### config.mk
export PLATFORM = sky130hd
export DESIGN_NAME = spacing_speed_controller
export DESIGN_NICKNAME = d
export VERILOG_FILES = /design/src/design/ssc_pkg.sv /design/src/design/spacing_speed_controller.sv /design/src/design/ssc_regs.sv /design/src/design/ssc_hold.sv /design/src/design/ssc_law.sv
export SDC_FILE = /design/constraint.sdc
export NUM_CORES = 2
export LEC_CHECK = 0
export BUFFER_PORTS_ARGS = -buffer_cell sky130_fd_sc_hd__buf_2
export CORE_UTILIZATION = 60
export DETAILED_ROUTE_END_ITERATION = 6
export PLACE_DENSITY = 0.81
export RECOVER_POWER = 25
export SYNTH_ARGS = -nofsm -noshare
export SYNTH_HDL_FRONTEND = slang
export SYNTH_SLANG_ARGS = --single-unit
### constraint.sdc
create_clock -name clk -period 21.8 [get_ports clk]
set_clock_uncertainty 0.15 [all_clocks]
set_input_delay 3.27 -clock clk [delete_from_list [all_inputs] [get_ports clk]]
set_output_delay 3.27 -clock clk [all_outputs]
set_load 0.01 [all_outputs]
### src/design/ssc_pkg.sv
// ---------------------------------------------------------------------------
// Spacing speed controller package
// Shared widths, register indexes, reset values and structs for the spacing
// speed controller.
// ---------------------------------------------------------------------------
package ssc_pkg;

	localparam int AGENTS     = 64;
	localparam int HOLD_STEPS = 50;

	localparam int ID_W    = 6;
	localparam int GAP_W   = 24;
	localparam int SPD_W   = 16;
	localparam int GAIN_W  = 16;
	localparam int TMR_W   = 10;
	localparam int Q_FRAC  = 12;
	localparam int ADDR_W  = 6;
	localparam int DATA_W  = 64;
	localparam int REG_IDX_W = 3;

	localparam int AGT_IDX_W = (AGENTS >= (1 << ID_W)) ? ID_W :
		((AGENTS > 1) ? $clog2(AGENTS) : 1);

	localparam logic [TMR_W-1:0] HOLD_LOAD = TMR_W'(HOLD_STEPS);

	localparam logic [REG_IDX_W-1:0] REG_NOMINAL   = 3'd0;
	localparam logic [REG_IDX_W-1:0] REG_MAX       = 3'd1;
	localparam logic [REG_IDX_W-1:0] REG_REC_CAP   = 3'd2;
	localparam logic [REG_IDX_W-1:0] REG_REC_FRONT = 3'd3;
	localparam logic [REG_IDX_W-1:0] REG_REC_BACK  = 3'd4;
	localparam logic [REG_IDX_W-1:0] REG_SAFE_GAP  = 3'd5;
	localparam logic [REG_IDX_W-1:0] REG_SAFE_SLP  = 3'd6;
	localparam logic [REG_IDX_W-1:0] REG_GAINS     = 3'd7;

	localparam logic [SPD_W-1:0]    RST_NOMINAL   = 16'd256;
	localparam logic [SPD_W-1:0]    RST_MAX       = 16'd512;
	localparam logic [SPD_W-1:0]    RST_REC_CAP   = 16'd384;
	localparam logic [GAP_W-1:0]    RST_REC_FRONT = 24'd1536;
	localparam logic [GAP_W-1:0]    RST_REC_BACK  = 24'd1024;
	localparam logic [GAP_W-1:0]    RST_SAFE_GAP  = 24'd256;
	localparam logic [GAIN_W-1:0]   RST_SAFE_SLP  = 16'd4096;
	localparam logic [3*GAIN_W-1:0] RST_GAINS     = 48'h030D_4023_8800;

	typedef struct packed {
		logic [SPD_W-1:0]  nominal_speed;
		logic [SPD_W-1:0]  max_speed;
		logic [SPD_W-1:0]  recovery_cap;
		logic [GAP_W-1:0]  recovery_front_gap;
		logic [GAP_W-1:0]  recovery_back_gap;
		logic [GAP_W-1:0]  safe_gap;
		logic [GAIN_W-1:0] safe_slope;
		logic [GAIN_W-1:0] k_sym;
		logic [GAIN_W-1:0] k_rec;
		logic [GAIN_W-1:0] k_rep;
	} cfg_t;

	typedef struct packed {
		logic            rd_en;
		logic [ID_W-1:0] rd_id;
		logic            wr_en;
		logic [ID_W-1:0] wr_id;
		logic            spare;
	} hold_req_t;

endpackage

### src/design/spacing_speed_controller.sv
// ---------------------------------------------------------------------------
// Spacing speed controller
// Per-agent ring spacing speed law with hold timers for new spares.
// ---------------------------------------------------------------------------
// One agent update is taken in every cycle in which in_stall is low. The
// transfer loads the input register and reads the agent's hold timer from a
// 64-entry memory; the result register is loaded from the input register,
// once no result is stalled at the output, after the speed law and the timer
// write-back, and the result is offered from the result register. Updates of
// the same agent in consecutive cycles see each other's timer through a
// bypass. Hold timers come out of reset at zero through per-entry valid bits,
// so no clearing pass is needed. The input side stalls only while a result is
// stalled at the output and the input register is full.
module spacing_speed_controller (
	input  logic                          clk,
	input  logic                          arst_n,
	input  logic                          psel,
	input  logic                          penable,
	input  logic                          pwrite,
	input  logic [ssc_pkg::ADDR_W-1:0]    paddr,
	input  logic [ssc_pkg::DATA_W-1:0]    pwdata,
	output logic [ssc_pkg::DATA_W-1:0]    prdata,
	output logic                          pready,
	input  logic                          in_valid,
	output logic                          in_stall,
	input  logic [ssc_pkg::ID_W-1:0]      agent_id,
	input  logic [ssc_pkg::GAP_W-1:0]     front_gap,
	input  logic [ssc_pkg::GAP_W-1:0]     back_gap,
	input  logic                          spare_start,
	output logic                          out_valid,
	input  logic                          out_stall,
	output logic [ssc_pkg::ID_W-1:0]      agent_out,
	output logic [ssc_pkg::SPD_W-1:0]     speed,
	output logic                          recovering,
	output logic                          holding
);

	ssc_pkg::cfg_t      cfg;
	ssc_pkg::hold_req_t hreq;

	logic                        vld_s1;
	logic [ssc_pkg::ID_W-1:0]    agent_s1;
	logic [ssc_pkg::GAP_W-1:0]   front_s1;
	logic [ssc_pkg::GAP_W-1:0]   back_s1;
	logic                        spare_s1;

	logic                        vld_s2;
	logic [ssc_pkg::ID_W-1:0]    agent_s2;
	logic [ssc_pkg::SPD_W-1:0]   speed_s2;
	logic                        rec_s2;
	logic                        hold_s2;

	logic                        adv_s1;
	logic                        take;
	logic                        hold_now;
	logic [ssc_pkg::SPD_W-1:0]   speed_now;
	logic                        rec_now;

	assign pready = 1'b1;

	assign adv_s1   = !(vld_s2 && out_stall);
	assign in_stall = vld_s1 && !adv_s1;
	assign take     = in_valid && !in_stall;

	always_comb begin
		hreq.rd_en = take;
		hreq.rd_id = agent_id;
		hreq.wr_en = vld_s1 && adv_s1;
		hreq.wr_id = agent_s1;
		hreq.spare = spare_s1;
	end

	ssc_regs u_regs (
		.clk     (clk),
		.arst_n  (arst_n),
		.psel    (psel),
		.penable (penable),
		.pwrite  (pwrite),
		.paddr   (paddr),
		.pwdata  (pwdata),
		.prdata  (prdata),
		.cfg     (cfg)
	);

	ssc_hold u_hold (
		.clk     (clk),
		.arst_n  (arst_n),
		.req     (hreq),
		.holding (hold_now)
	);

	ssc_law u_law (
		.cfg        (cfg),
		.front_gap  (front_s1),
		.back_gap   (back_s1),
		.holding    (hold_now),
		.speed      (speed_now),
		.recovering (rec_now)
	);

	always_ff @(posedge clk) begin
		if (take) begin
			agent_s1 <= agent_id;
			front_s1 <= front_gap;
			back_s1  <= back_gap;
			spare_s1 <= spare_start;
		end
		if (vld_s1 && adv_s1) begin
			agent_s2 <= agent_s1;
			speed_s2 <= speed_now;
			rec_s2   <= rec_now;
			hold_s2  <= hold_now;
		end
	end

	always_ff @(posedge clk or negedge arst_n) begin
		if (!arst_n) begin
			vld_s1 <= 1'b0;
			vld_s2 <= 1'b0;
		end else begin
			if (take) begin
				vld_s1 <= 1'b1;
			end else if (adv_s1) begin
				vld_s1 <= 1'b0;
			end
			if (adv_s1) begin
				vld_s2 <= vld_s1;
			end
		end
	end

	assign out_valid  = vld_s2;
	assign agent_out  = agent_s2;
	assign speed      = speed_s2;
	assign recovering = rec_s2;
	assign holding    = hold_s2;

endmodule

### src/design/ssc_regs.sv
// ---------------------------------------------------------------------------
// Spacing speed controller register file
// APB-style configuration registers holding the speed law settings.
// ---------------------------------------------------------------------------
module ssc_regs (
	input  logic                          clk,
	input  logic                          arst_n,
	input  logic                          psel,
	input  logic                          penable,
	input  logic                          pwrite,
	input  logic [ssc_pkg::ADDR_W-1:0]    paddr,
	input  logic [ssc_pkg::DATA_W-1:0]    pwdata,
	output logic [ssc_pkg::DATA_W-1:0]    prdata,
	output ssc_pkg::cfg_t                 cfg
);

	logic [ssc_pkg::SPD_W-1:0]    nominal_q;
	logic [ssc_pkg::SPD_W-1:0]    max_q;
	logic [ssc_pkg::SPD_W-1:0]    rec_cap_q;
	logic [ssc_pkg::GAP_W-1:0]    rec_front_q;
	logic [ssc_pkg::GAP_W-1:0]    rec_back_q;
	logic [ssc_pkg::GAP_W-1:0]    safe_gap_q;
	logic [ssc_pkg::GAIN_W-1:0]   safe_slope_q;
	logic [3*ssc_pkg::GAIN_W-1:0] gains_q;
	logic [ssc_pkg::REG_IDX_W-1:0] idx;
	logic                          wr;

	assign idx = paddr[ssc_pkg::ADDR_W-1:3];
	assign wr  = psel & penable & pwrite;

	always_ff @(posedge clk or negedge arst_n) begin
		if (!arst_n) begin
			nominal_q    <= ssc_pkg::RST_NOMINAL;
			max_q        <= ssc_pkg::RST_MAX;
			rec_cap_q    <= ssc_pkg::RST_REC_CAP;
			rec_front_q  <= ssc_pkg::RST_REC_FRONT;
			rec_back_q   <= ssc_pkg::RST_REC_BACK;
			safe_gap_q   <= ssc_pkg::RST_SAFE_GAP;
			safe_slope_q <= ssc_pkg::RST_SAFE_SLP;
			gains_q      <= ssc_pkg::RST_GAINS;
		end else if (wr) begin
			case (idx)
				ssc_pkg::REG_NOMINAL:   nominal_q    <= pwdata[ssc_pkg::SPD_W-1:0];
				ssc_pkg::REG_MAX:       max_q        <= pwdata[ssc_pkg::SPD_W-1:0];
				ssc_pkg::REG_REC_CAP:   rec_cap_q    <= pwdata[ssc_pkg::SPD_W-1:0];
				ssc_pkg::REG_REC_FRONT: rec_front_q  <= pwdata[ssc_pkg::GAP_W-1:0];
				ssc_pkg::REG_REC_BACK:  rec_back_q   <= pwdata[ssc_pkg::GAP_W-1:0];
				ssc_pkg::REG_SAFE_GAP:  safe_gap_q   <= pwdata[ssc_pkg::GAP_W-1:0];
				ssc_pkg::REG_SAFE_SLP:  safe_slope_q <= pwdata[ssc_pkg::GAIN_W-1:0];
				ssc_pkg::REG_GAINS:     gains_q      <= pwdata[3*ssc_pkg::GAIN_W-1:0];
				default: ;
			endcase
		end
	end

	always_comb begin
		case (idx)
			ssc_pkg::REG_NOMINAL:   prdata = ssc_pkg::DATA_W'(nominal_q);
			ssc_pkg::REG_MAX:       prdata = ssc_pkg::DATA_W'(max_q);
			ssc_pkg::REG_REC_CAP:   prdata = ssc_pkg::DATA_W'(rec_cap_q);
			ssc_pkg::REG_REC_FRONT: prdata = ssc_pkg::DATA_W'(rec_front_q);
			ssc_pkg::REG_REC_BACK:  prdata = ssc_pkg::DATA_W'(rec_back_q);
			ssc_pkg::REG_SAFE_GAP:  prdata = ssc_pkg::DATA_W'(safe_gap_q);
			ssc_pkg::REG_SAFE_SLP:  prdata = ssc_pkg::DATA_W'(safe_slope_q);
			ssc_pkg::REG_GAINS:     prdata = ssc_pkg::DATA_W'(gains_q);
			default:                prdata = '0;
		endcase
	end

	always_comb begin
		cfg.nominal_speed      = nominal_q;
		cfg.max_speed          = max_q;
		cfg.recovery_cap       = rec_cap_q;
		cfg.recovery_front_gap = rec_front_q;
		cfg.recovery_back_gap  = rec_back_q;
		cfg.safe_gap           = safe_gap_q;
		cfg.safe_slope         = safe_slope_q;
		cfg.k_sym              = gains_q[ssc_pkg::GAIN_W-1:0];
		cfg.k_rec              = gains_q[2*ssc_pkg::GAIN_W-1:ssc_pkg::GAIN_W];
		cfg.k_rep              = gains_q[3*ssc_pkg::GAIN_W-1:2*ssc_pkg::GAIN_W];
	end

endmodule

### src/design/ssc_hold.sv
// ---------------------------------------------------------------------------
// Spacing speed controller hold timers
// Per-agent hold timer memory with valid bits, read when a transfer is
// taken and written back when that item leaves the input register.
// ---------------------------------------------------------------------------
module ssc_hold (
	input  logic               clk,
	input  logic               arst_n,
	input  ssc_pkg::hold_req_t req,
	output logic               holding
);

	logic [ssc_pkg::TMR_W-1:0] mem [ssc_pkg::AGENTS];
	logic [ssc_pkg::AGENTS-1:0] vld_q;

	logic [ssc_pkg::TMR_W-1:0] rd_data_s1;
	logic                      rd_vld_s1;
	logic                      rd_ok_s1;
	logic                      fwd_s1;
	logic [ssc_pkg::TMR_W-1:0] fwd_val_s1;

	logic [ssc_pkg::TMR_W-1:0] cur;
	logic [ssc_pkg::TMR_W-1:0] loaded;
	logic [ssc_pkg::TMR_W-1:0] nxt;
	logic                      rd_in_range;
	logic                      wr_hit;

	assign rd_in_range = ({1'b0, req.rd_id} < (ssc_pkg::ID_W+1)'(ssc_pkg::AGENTS));

	always_comb begin
		if (fwd_s1) begin
			cur = fwd_val_s1;
		end else if (rd_vld_s1) begin
			cur = rd_data_s1;
		end else begin
			cur = '0;
		end
		loaded  = req.spare ? ssc_pkg::HOLD_LOAD : cur;
		holding = rd_ok_s1 && (loaded != '0);
		nxt     = holding ? loaded - 1'b1 : loaded;
	end

	assign wr_hit = req.wr_en && rd_ok_s1;

	always_ff @(posedge clk) begin
		if (wr_hit) begin
			mem[req.wr_id[ssc_pkg::AGT_IDX_W-1:0]] <= nxt;
		end
		if (req.rd_en) begin
			rd_data_s1 <= mem[req.rd_id[ssc_pkg::AGT_IDX_W-1:0]];
			fwd_val_s1 <= nxt;
		end
	end

	always_ff @(posedge clk or negedge arst_n) begin
		if (!arst_n) begin
			vld_q     <= '0;
			rd_vld_s1 <= 1'b0;
			rd_ok_s1  <= 1'b0;
			fwd_s1    <= 1'b0;
		end else begin
			if (wr_hit) begin
				vld_q[req.wr_id[ssc_pkg::AGT_IDX_W-1:0]] <= 1'b1;
			end
			if (req.rd_en) begin
				rd_vld_s1 <= vld_q[req.rd_id[ssc_pkg::AGT_IDX_W-1:0]];
				rd_ok_s1  <= rd_in_range;
				fwd_s1    <= wr_hit && (req.wr_id == req.rd_id);
			end
		end
	end

endmodule

### src/design/ssc_law.sv
// ---------------------------------------------------------------------------
// Spacing speed controller speed law
// Recovery detection, gain term, front cap, back repulsion, recovery cap,
// final clamp and hold override for one agent.
// ---------------------------------------------------------------------------
module ssc_law (
	input  ssc_pkg::cfg_t              cfg,
	input  logic [ssc_pkg::GAP_W-1:0]  front_gap,
	input  logic [ssc_pkg::GAP_W-1:0]  back_gap,
	input  logic                       holding,
	output logic [ssc_pkg::SPD_W-1:0]  speed,
	output logic                       recovering
);

	localparam int DLT_W  = ssc_pkg::GAP_W + 1;
	localparam int GPR_W  = ssc_pkg::GAIN_W + 1 + DLT_W;
	localparam int UPR_W  = ssc_pkg::GAIN_W + ssc_pkg::GAP_W;
	localparam int V_W    = 32;

	logic [ssc_pkg::GAIN_W-1:0] k;
	logic signed [DLT_W-1:0]    delta;
	logic signed [GPR_W-1:0]    gprod;
	logic [UPR_W-1:0]           cprod;
	logic [UPR_W-1:0]           rprod;
	logic [ssc_pkg::GAP_W-1:0]  rdiff;
	logic signed [V_W-1:0]      v0;
	logic signed [V_W-1:0]      v1;
	logic signed [V_W-1:0]      v2;
	logic signed [V_W-1:0]      v3;
	logic signed [V_W-1:0]      cap;
	logic signed [V_W-1:0]      rep;
	logic signed [V_W-1:0]      rcap;
	logic signed [V_W-1:0]      vmax;
	logic                       front_close;
	logic                       back_close;

	always_comb begin
		recovering = (front_gap > cfg.recovery_front_gap) ||
			(back_gap < cfg.recovery_back_gap);
		k = (recovering && (cfg.k_rec != '0)) ? cfg.k_rec : cfg.k_sym;

		delta = $signed({1'b0, front_gap}) - $signed({1'b0, back_gap});
		gprod = $signed({1'b0, k}) * delta;
		v0 = $signed(V_W'(cfg.nominal_speed)) +
			V_W'($signed(gprod[GPR_W-1:ssc_pkg::Q_FRAC]));

		front_close = front_gap < cfg.safe_gap;
		cprod = UPR_W'(cfg.safe_slope) * UPR_W'(front_gap);
		cap   = $signed(V_W'(cprod[UPR_W-1:ssc_pkg::Q_FRAC]));
		v1    = (front_close && (v0 > cap)) ? cap : v0;

		back_close = back_gap < cfg.safe_gap;
		rdiff = cfg.safe_gap - back_gap;
		rprod = UPR_W'(cfg.k_rep) * UPR_W'(rdiff);
		rep   = back_close ? $signed(V_W'(rprod[UPR_W-1:ssc_pkg::Q_FRAC])) : '0;
		v2    = v1 + rep;

		rcap = $signed(V_W'(cfg.recovery_cap));
		vmax = $signed(V_W'(cfg.max_speed));
		v3   = (recovering && (v2 > rcap)) ? rcap : v2;

		if (holding) begin
			speed = cfg.nominal_speed;
		end else if (v3 < 0) begin
			speed = '0;
		end else if (v3 > vmax) begin
			speed = cfg.max_speed;
		end else begin
			speed = v3[ssc_pkg::SPD_W-1:0];
		end
	end

endmodule

Word level (Yosys, flattened, before mapping). Memory sizes are Yosys's and may differ from the RTL's. A register that Yosys moved wholly into a read port is not among the register bits. Index checks and enable logic that the tools add are counted.

Register bits after elaboration: 342. Bits in writable memories: 640. Bits of input ports: 132. Output and inout port bits: 91. Memories: 1.

$add $sub $neg: 5. Multipliers: 3. Magnitude comparators: 11. Eq/ne operators: 9. Mux-type cells: 20. Bitwise operators: 3. Reductions and logical operators: 25.

Memory list: u_hold.mem (words 64, width 10, read ports 1, clocked after memory_dff 1, write ports 1, RTL line ssc_hold.sv:13) `logic [ssc_pkg::TMR_W-1:0] mem [ssc_pkg::AGENTS];`.

Operators with widths (number): $pmux W64 S8 (1); $mul A16 B24 Y40 (2); $lt A24 B24 Y1 (3); $gt A32 B17 Y1 (2); $mux W16 (4); $mux W32 (2); $or A64 B64 Y64 (1); $mul A17 B25 Y42 (1); $mux W10 (4); $add A32 B32 Y32 (1); $gt A32 B29 Y1 (1); $lt A32 B1 Y1 const B (1); $add A17 B30 Y31 (1); $mux W28 (1); $sub A24 B24 Y25 (1); $gt A24 B24 Y1 (1); $sub A24 B24 Y24 (1); $reduce_and A2 Y1 (8); $reduce_bool A16 Y1 (1); $lt A6 B7 Y1 const B (2); $eq A3 B3 Y1 const B (4); $logic_and A1 B1 Y1 (11); $reduce_bool A10 Y1 (1); $sub A10 B1 Y10 const B (1); 12 further kinds (20).

Longest topological paths before layout.
Depth in word-level cells: 17. Depth in mapped cells: 100.

Modules after synthesis. Synthesis repeated with hierarchy kept, for this count alone.

Cell total of the unflattened synthesis: 7489. Area total of the unflattened synthesis: 85336.8 um2.

Modules (own cells, without submodules): ssc_law (instances 1, cells each 5488, area an instance 46135.5 um2); ssc_hold (instances 1, cells each 1302, area an instance 28280.9 um2); ssc_regs (instances 1, cells each 610, area an instance 8444.3 um2); spacing_speed_controller (instances 1, cells each 89, area an instance 2476.1 um2).

Least setup slack after synthesis. OpenSTA, ideal clock, no wires.

Path type: register -> register. From: reg front_s1[0] (netlist bit). To: reg speed_s2 (netlist bit speed[10]) (data pin). Arrival time: 18.715 ns. Required time: 21.500 ns. Slack: 2.785 ns. Cell stages (with the launch flop): 93. Path buffers: 8. Path through: edfxtp_1 > clkbuf_1 > inv_1 > ha_1 > inv_1 > fa_1 > a21o_1 > a21oi_1 > o21ai_0 > a21oi_1 > o21bai_1 > a21oi_1 > nor2b_1 > o21a_1 > o21ai_0 > o21bai_1 > a21oi_1 > xnor2_1 > [... 57 more ...] > inv_1 > ha_1 > nor2b_1 > o21a_1 > o21a_1 > o21a_1 > o21ai_0 > nand2b_1 > a21oi_1 > nor2b_1 > o21ai_0 > a21boi_0 > o21ai_0 > a22oi_1 > or3b_1 > buf_2 > buf_6 > o211ai_2.

Cells in the longest elaborated chain, start to end: 17. Elaborated cells between the ends (all ways): 21. Classes of those cells: 3 x add/sub; 2 x mul; 6 x order compare; 6 x mux; 4 x reduce/logical.

Ends and longest elaborated chain: start, declared (RTL line spacing_speed_controller.sv:43) `logic [ssc_pkg::GAP_W-1:0] front_s1;`; start signal, assigned (RTL line spacing_speed_controller.sv:104) `front_s1 <= front_gap;`; $gt A24 B24 Y1 (RTL line ssc_law.sv:38) `recovering = (front_gap > cfg.recovery_front_gap) ||`; $logic_or A1 B1 Y1 (RTL line ssc_law.sv:38); $logic_and A1 B1 Y1 (RTL line ssc_law.sv:40) `k = (recovering && (cfg.k_rec != '0)) ? cfg.k_rec : cfg.k_sym;`; $mux W16 (RTL line ssc_law.sv:40); $mul A17 B25 Y42 (RTL line ssc_law.sv:43) `gprod = $signed({1'b0, k}) * delta;`; $add A17 B30 Y31 (RTL line ssc_law.sv:44) `v0 = $signed(V_W'(cfg.nominal_speed)) +`; $gt A32 B29 Y1 (RTL line ssc_law.sv:50) `v1 = (front_close && (v0 > cap)) ? cap : v0;`; $logic_and A1 B1 Y1 (RTL line ssc_law.sv:50); [... 2 more ...]; $gt A32 B17 Y1 (RTL line ssc_law.sv:60) `v3 = (recovering && (v2 > rcap)) ? rcap : v2;`; $logic_and A1 B1 Y1 (RTL line ssc_law.sv:60); $mux W32 (*) (RTL line ssc_law.sv:60); $gt A32 B17 Y1 (RTL line ssc_law.sv:66) `end else if (v3 > vmax) begin`; $mux W16 (RTL line ssc_law.sv:66); $mux W16 (*) (RTL line ssc_law.sv:64) `end else if (v3 < 0) begin`; $mux W16 (*) (RTL line ssc_law.sv:62) `if (holding) begin`; named net speed_now (one bit) (RTL line spacing_speed_controller.sv:56) `logic [ssc_pkg::SPD_W-1:0] speed_now;`; end signal, assigned (RTL line spacing_speed_controller.sv:110) `speed_s2 <= speed_now;`; end, declared (RTL line spacing_speed_controller.sv:49) `logic [ssc_pkg::SPD_W-1:0] speed_s2;`.

The timed path passes the listed nets; every way through them passes the cells marked *. A chain may end at the register's enable or synchronous reset.

Worst setup path after layout.
From: reg back_s1[9] (netlist bit). To: reg speed_s2 (netlist bit speed[0]) (data pin).

Cells in the longest elaborated chain, start to end: 17. Elaborated cells between the ends (all ways): 23. Classes of those cells: 4 x add/sub; 2 x mul; 6 x order compare; 7 x mux; 4 x reduce/logical.

Ends and longest elaborated chain: start, declared (RTL line spacing_speed_controller.sv:44) `logic [ssc_pkg::GAP_W-1:0] back_s1;`; start signal, assigned (RTL line spacing_speed_controller.sv:105) `back_s1 <= back_gap;`; $lt A24 B24 Y1 (*) (RTL line ssc_law.sv:39) `(back_gap < cfg.recovery_back_gap);`; $logic_or A1 B1 Y1 (*) (RTL line ssc_law.sv:38); named net rec_now (RTL line spacing_speed_controller.sv:57) `logic rec_now;`; $logic_and A1 B1 Y1 (RTL line ssc_law.sv:40); $mux W16 (RTL line ssc_law.sv:40); $mul A17 B25 Y42 (RTL line ssc_law.sv:43); $add A17 B30 Y31 (RTL line ssc_law.sv:44); $gt A32 B29 Y1 (RTL line ssc_law.sv:50); [... 3 more ...]; $gt A32 B17 Y1 (RTL line ssc_law.sv:60); $logic_and A1 B1 Y1 (RTL line ssc_law.sv:60); $mux W32 (*) (RTL line ssc_law.sv:60); $gt A32 B17 Y1 (RTL line ssc_law.sv:66); $mux W16 (RTL line ssc_law.sv:66); $mux W16 (*) (RTL line ssc_law.sv:64); $mux W16 (*) (RTL line ssc_law.sv:62); named net speed_now (one bit) (RTL line spacing_speed_controller.sv:56).

Marks and branches as above.

==> metrics.cfg <==
[die]
dieWidth_um = 379
fp-row-count = 137
dieArea_um2 = 144000
start_util_pct = 60.8
coreArea_um2 = 140000
die_h_um = 379
io_pins = 223

[job]
cap_violations = 13

[setup_path]
crit_type = reg2reg
cpMaxStageDelayCell = fa_1
crit_family = compound AO/OA/AOI/OAI gates
cp_num_buf_inv = 17
cp.required_ns = 22.20
slowest_delay_ns = 0.62
crit_path_end_kind = flop
cp_max_fo = 27
worst_setup_path_start_kind = flop
cp_data_arrival_time_ns = 21.35

[synthesis]
ys.flop_type = edfxtp_1
ys_async_sr_fraction_pct = 25.5
yosys.area.top_type_share_pct = 26.0
synth.avg_cell_area_um2 = 11.2
syn_inst = 7628
synth.largest_area_cell = edfxtp_1
yosysUniqueCellTypes = 98
synth.most_common_cell = inv_1
synth_common_cells = inv_1 (1,310), fa_1 (1,003), nand2_1 (992)
ys_seq_area_share_pct = 33.5
synthTopCellsByArea = edfxtp_1 (26%), fa_1 (24%), ha_1 (8.0%)
synth_area_um2 = 85300
synth.ff_latch_count = 992
yosysWarnings = 0
synth_edf_count = 739

[global_routing]
grt_pass1_vias = 63680
antenna_found_initial = 22
met2_usage_pct = 58.1
use_met3_pct = 11.6
use_met1_pct = 48.7
busiest_layer = met2
grt.total_usage_pct = 38.3
grt_pass1_wl_um = 401000
grt-ovfl-total = 0
grt_max_degree = 171

[clocking]
hold_buffers = 0
clockBufferDepth = 3
insertion_delay_ns = 0.79
cts_num_sinks = 992
htree_levels = 3
cts_made_buffers = 101
cts.clk_slew.worst_paths_ns = 0.07
cts_tree = built
ctsRootBufferMaster = clkbuf_16

[detailed_routing]
wire_per_inst_um = 27.6
firstDrtPassIters = 7
drtIter0Drc = 6938
drc = 0
drt-total-wl_um = 269000
ant_nets = 0
vias_per_cell = 6.36
vias = 62011

[place]
place_area_um2 = 88700
placed_cells_incl_taps = 9531
port_buffers = 186
hpwl_um = 191000
place_congestion = 1.04

[sta]
grt_setup_unrepaired = no
min_period_ns = 20.95
drv_slew = 671
worstMarginPinSlew_ns = 9.46
period_share_pct = 96.1
max_freq_mhz = 47.7
hold_violations = 0
setup_viol = 0
slew_headroom_pct = -531

[final_layout]
final_nets = 9442
postLayoutCellArea_um2 = 92400
syn_to_final_growth_pct = 8.33
drive_above_1_share_pct = 13.4
instances_no_fill = 9743
post-route-util_pct = 65.9

[min_path]
hold_class = reg2reg

[status]
violations = capacitance limit, slew limit
outcome = finished with violations

[placed cells by master (no fill, tap or decap), drive strengths merged, types with 44 or more instances in the layout]
cell | Yosys | routed
mux2i | 55 | 55
nand3 | 48 | 48
edfxtp | 739 | 739
clkinv | 1 | 48
a21o | 94 | 94
dfrtp | 233 | 233
xnor2 | 125 | 125
nor2b | 62 | 62
or2 | 81 | 81
xor2 | 44 | 44
o21ai | 213 | 213
o211ai | 48 | 48
inv | 1310 | 1313
clkbuf | 271 | 151
and2 | 283 | 283
nand2b | 51 | 51
mux2 | 120 | 120
nand4 | 47 | 47
mux4 | 237 | 237
fa | 1003 | 1003
buf | 71 | 337
nand2 | 992 | 992
nor2 | 328 | 328
a21oi | 177 | 177
nor3 | 66 | 66
ha | 543 | 543
[cell type report]
class	count	area, µm²
inverters	1311	4920
clock buffers	128	2710
fillers	10132	47800
clock inverters	62	693
multi-input cells	4998	50900
well taps	1876	2350
diodes	16	40.0
flip-flops and latches	992	28500
repair buffers	360	2210
[through the flow]
step | worst slack (ns) | setup TNS [ns] | hold slack [ns]
2_1_floorplan | 2.79 | 0 | 0.274
3_3_place_gp | 0.0677 | 0 | 0.294
6_report | 0.851 | 0 | 0.323
3_5_place_dp | -0.214 | -1.53 | 0.301
5_1_grt | 0.0337 | 0 | 0.340
4_1_cts | 0.153 | 0 | 0.325
[logic make-up after synthesis]
kind of cell / count (synthesis) / share of synthesized area [%]
multiplexers: 412 / 8.49
buffers and inverters: 1653 / 7.39
AND/OR/NAND/NOR: 2068 / 11.2
AO/OA/AOI/OAI: 786 / 6.15
flip-flops: 992 / 33.5
other: 2 / 0.00880
XOR/XNOR: 169 / 1.74
adder cells (fa/ha/maj): 1546 / 31.5
[flip-flops by register name (all words and copies together), names as in the netlist, 24 cells and up]
signal,flops
u_regs.rec_back_q,24
back_s1,24
u_regs.safe_gap_q,24
u_hold.mem,640
front_s1,24
u_regs.gains_q,48
u_regs.rec_front_q,24
u_hold.vld_q,64
[worst register-to-register path: cells and delay by family, from the launching register on]
family,cells,cell delay [ns]
and+or+nand+nor,17,2.70
muxes,4,1.17
AOI/OAI and AO/OA,39,7.66
DFF,1,0.58
buffers and inverters,17,2.65
xor gates and xnor gates,2,0.54
adders and majority gates,12,5.34
[worst paths after layout]
kind	start	depth (start not counted)	end	slack, ns
worst max-delay path	back_s1[9]$_DFFE_PP_	91	speed[0]$_DFFE_PP_	0.85
worst min-delay path	u_hold.vld_q[56]$_DFFE_PN0P_	1	u_hold.vld_q[56]$_DFFE_PN0P_	0.32
worst max register to register	back_s1[9]$_DFFE_PP_	91	speed[0]$_DFFE_PP_	0.85
worst min register to register	u_hold.vld_q[56]$_DFFE_PN0P_	1	u_hold.vld_q[56]$_DFFE_PN0P_	0.32
max in group asynchronous	arst_n	2	u_regs.gains_q[33]$_DFFE_PN0P_	5.67
min in group asynchronous	arst_n	1	u_hold.vld_q[50]$_DFFE_PN0P_	4.47
[metal layers]
layer | up-vias | part of all wire (%)
li1 | 25340 | -
met1 | 31065 | 35
met2 | 4469 | 45
met3 | 1123 | 13
met4 | 14 | 7.4
met5 | - | 0.039
[repair_timing]
action,CTS,global route
hold endpoints to repair,0,0
buffers inserted,0,6
pin swaps,0,6
setup endpoints to repair,16,16
resized for setup,7,54
Power is left out: the tool's default activity adds up to more than one toggle a clock period on the data nets, which glitch-free logic cannot reach.
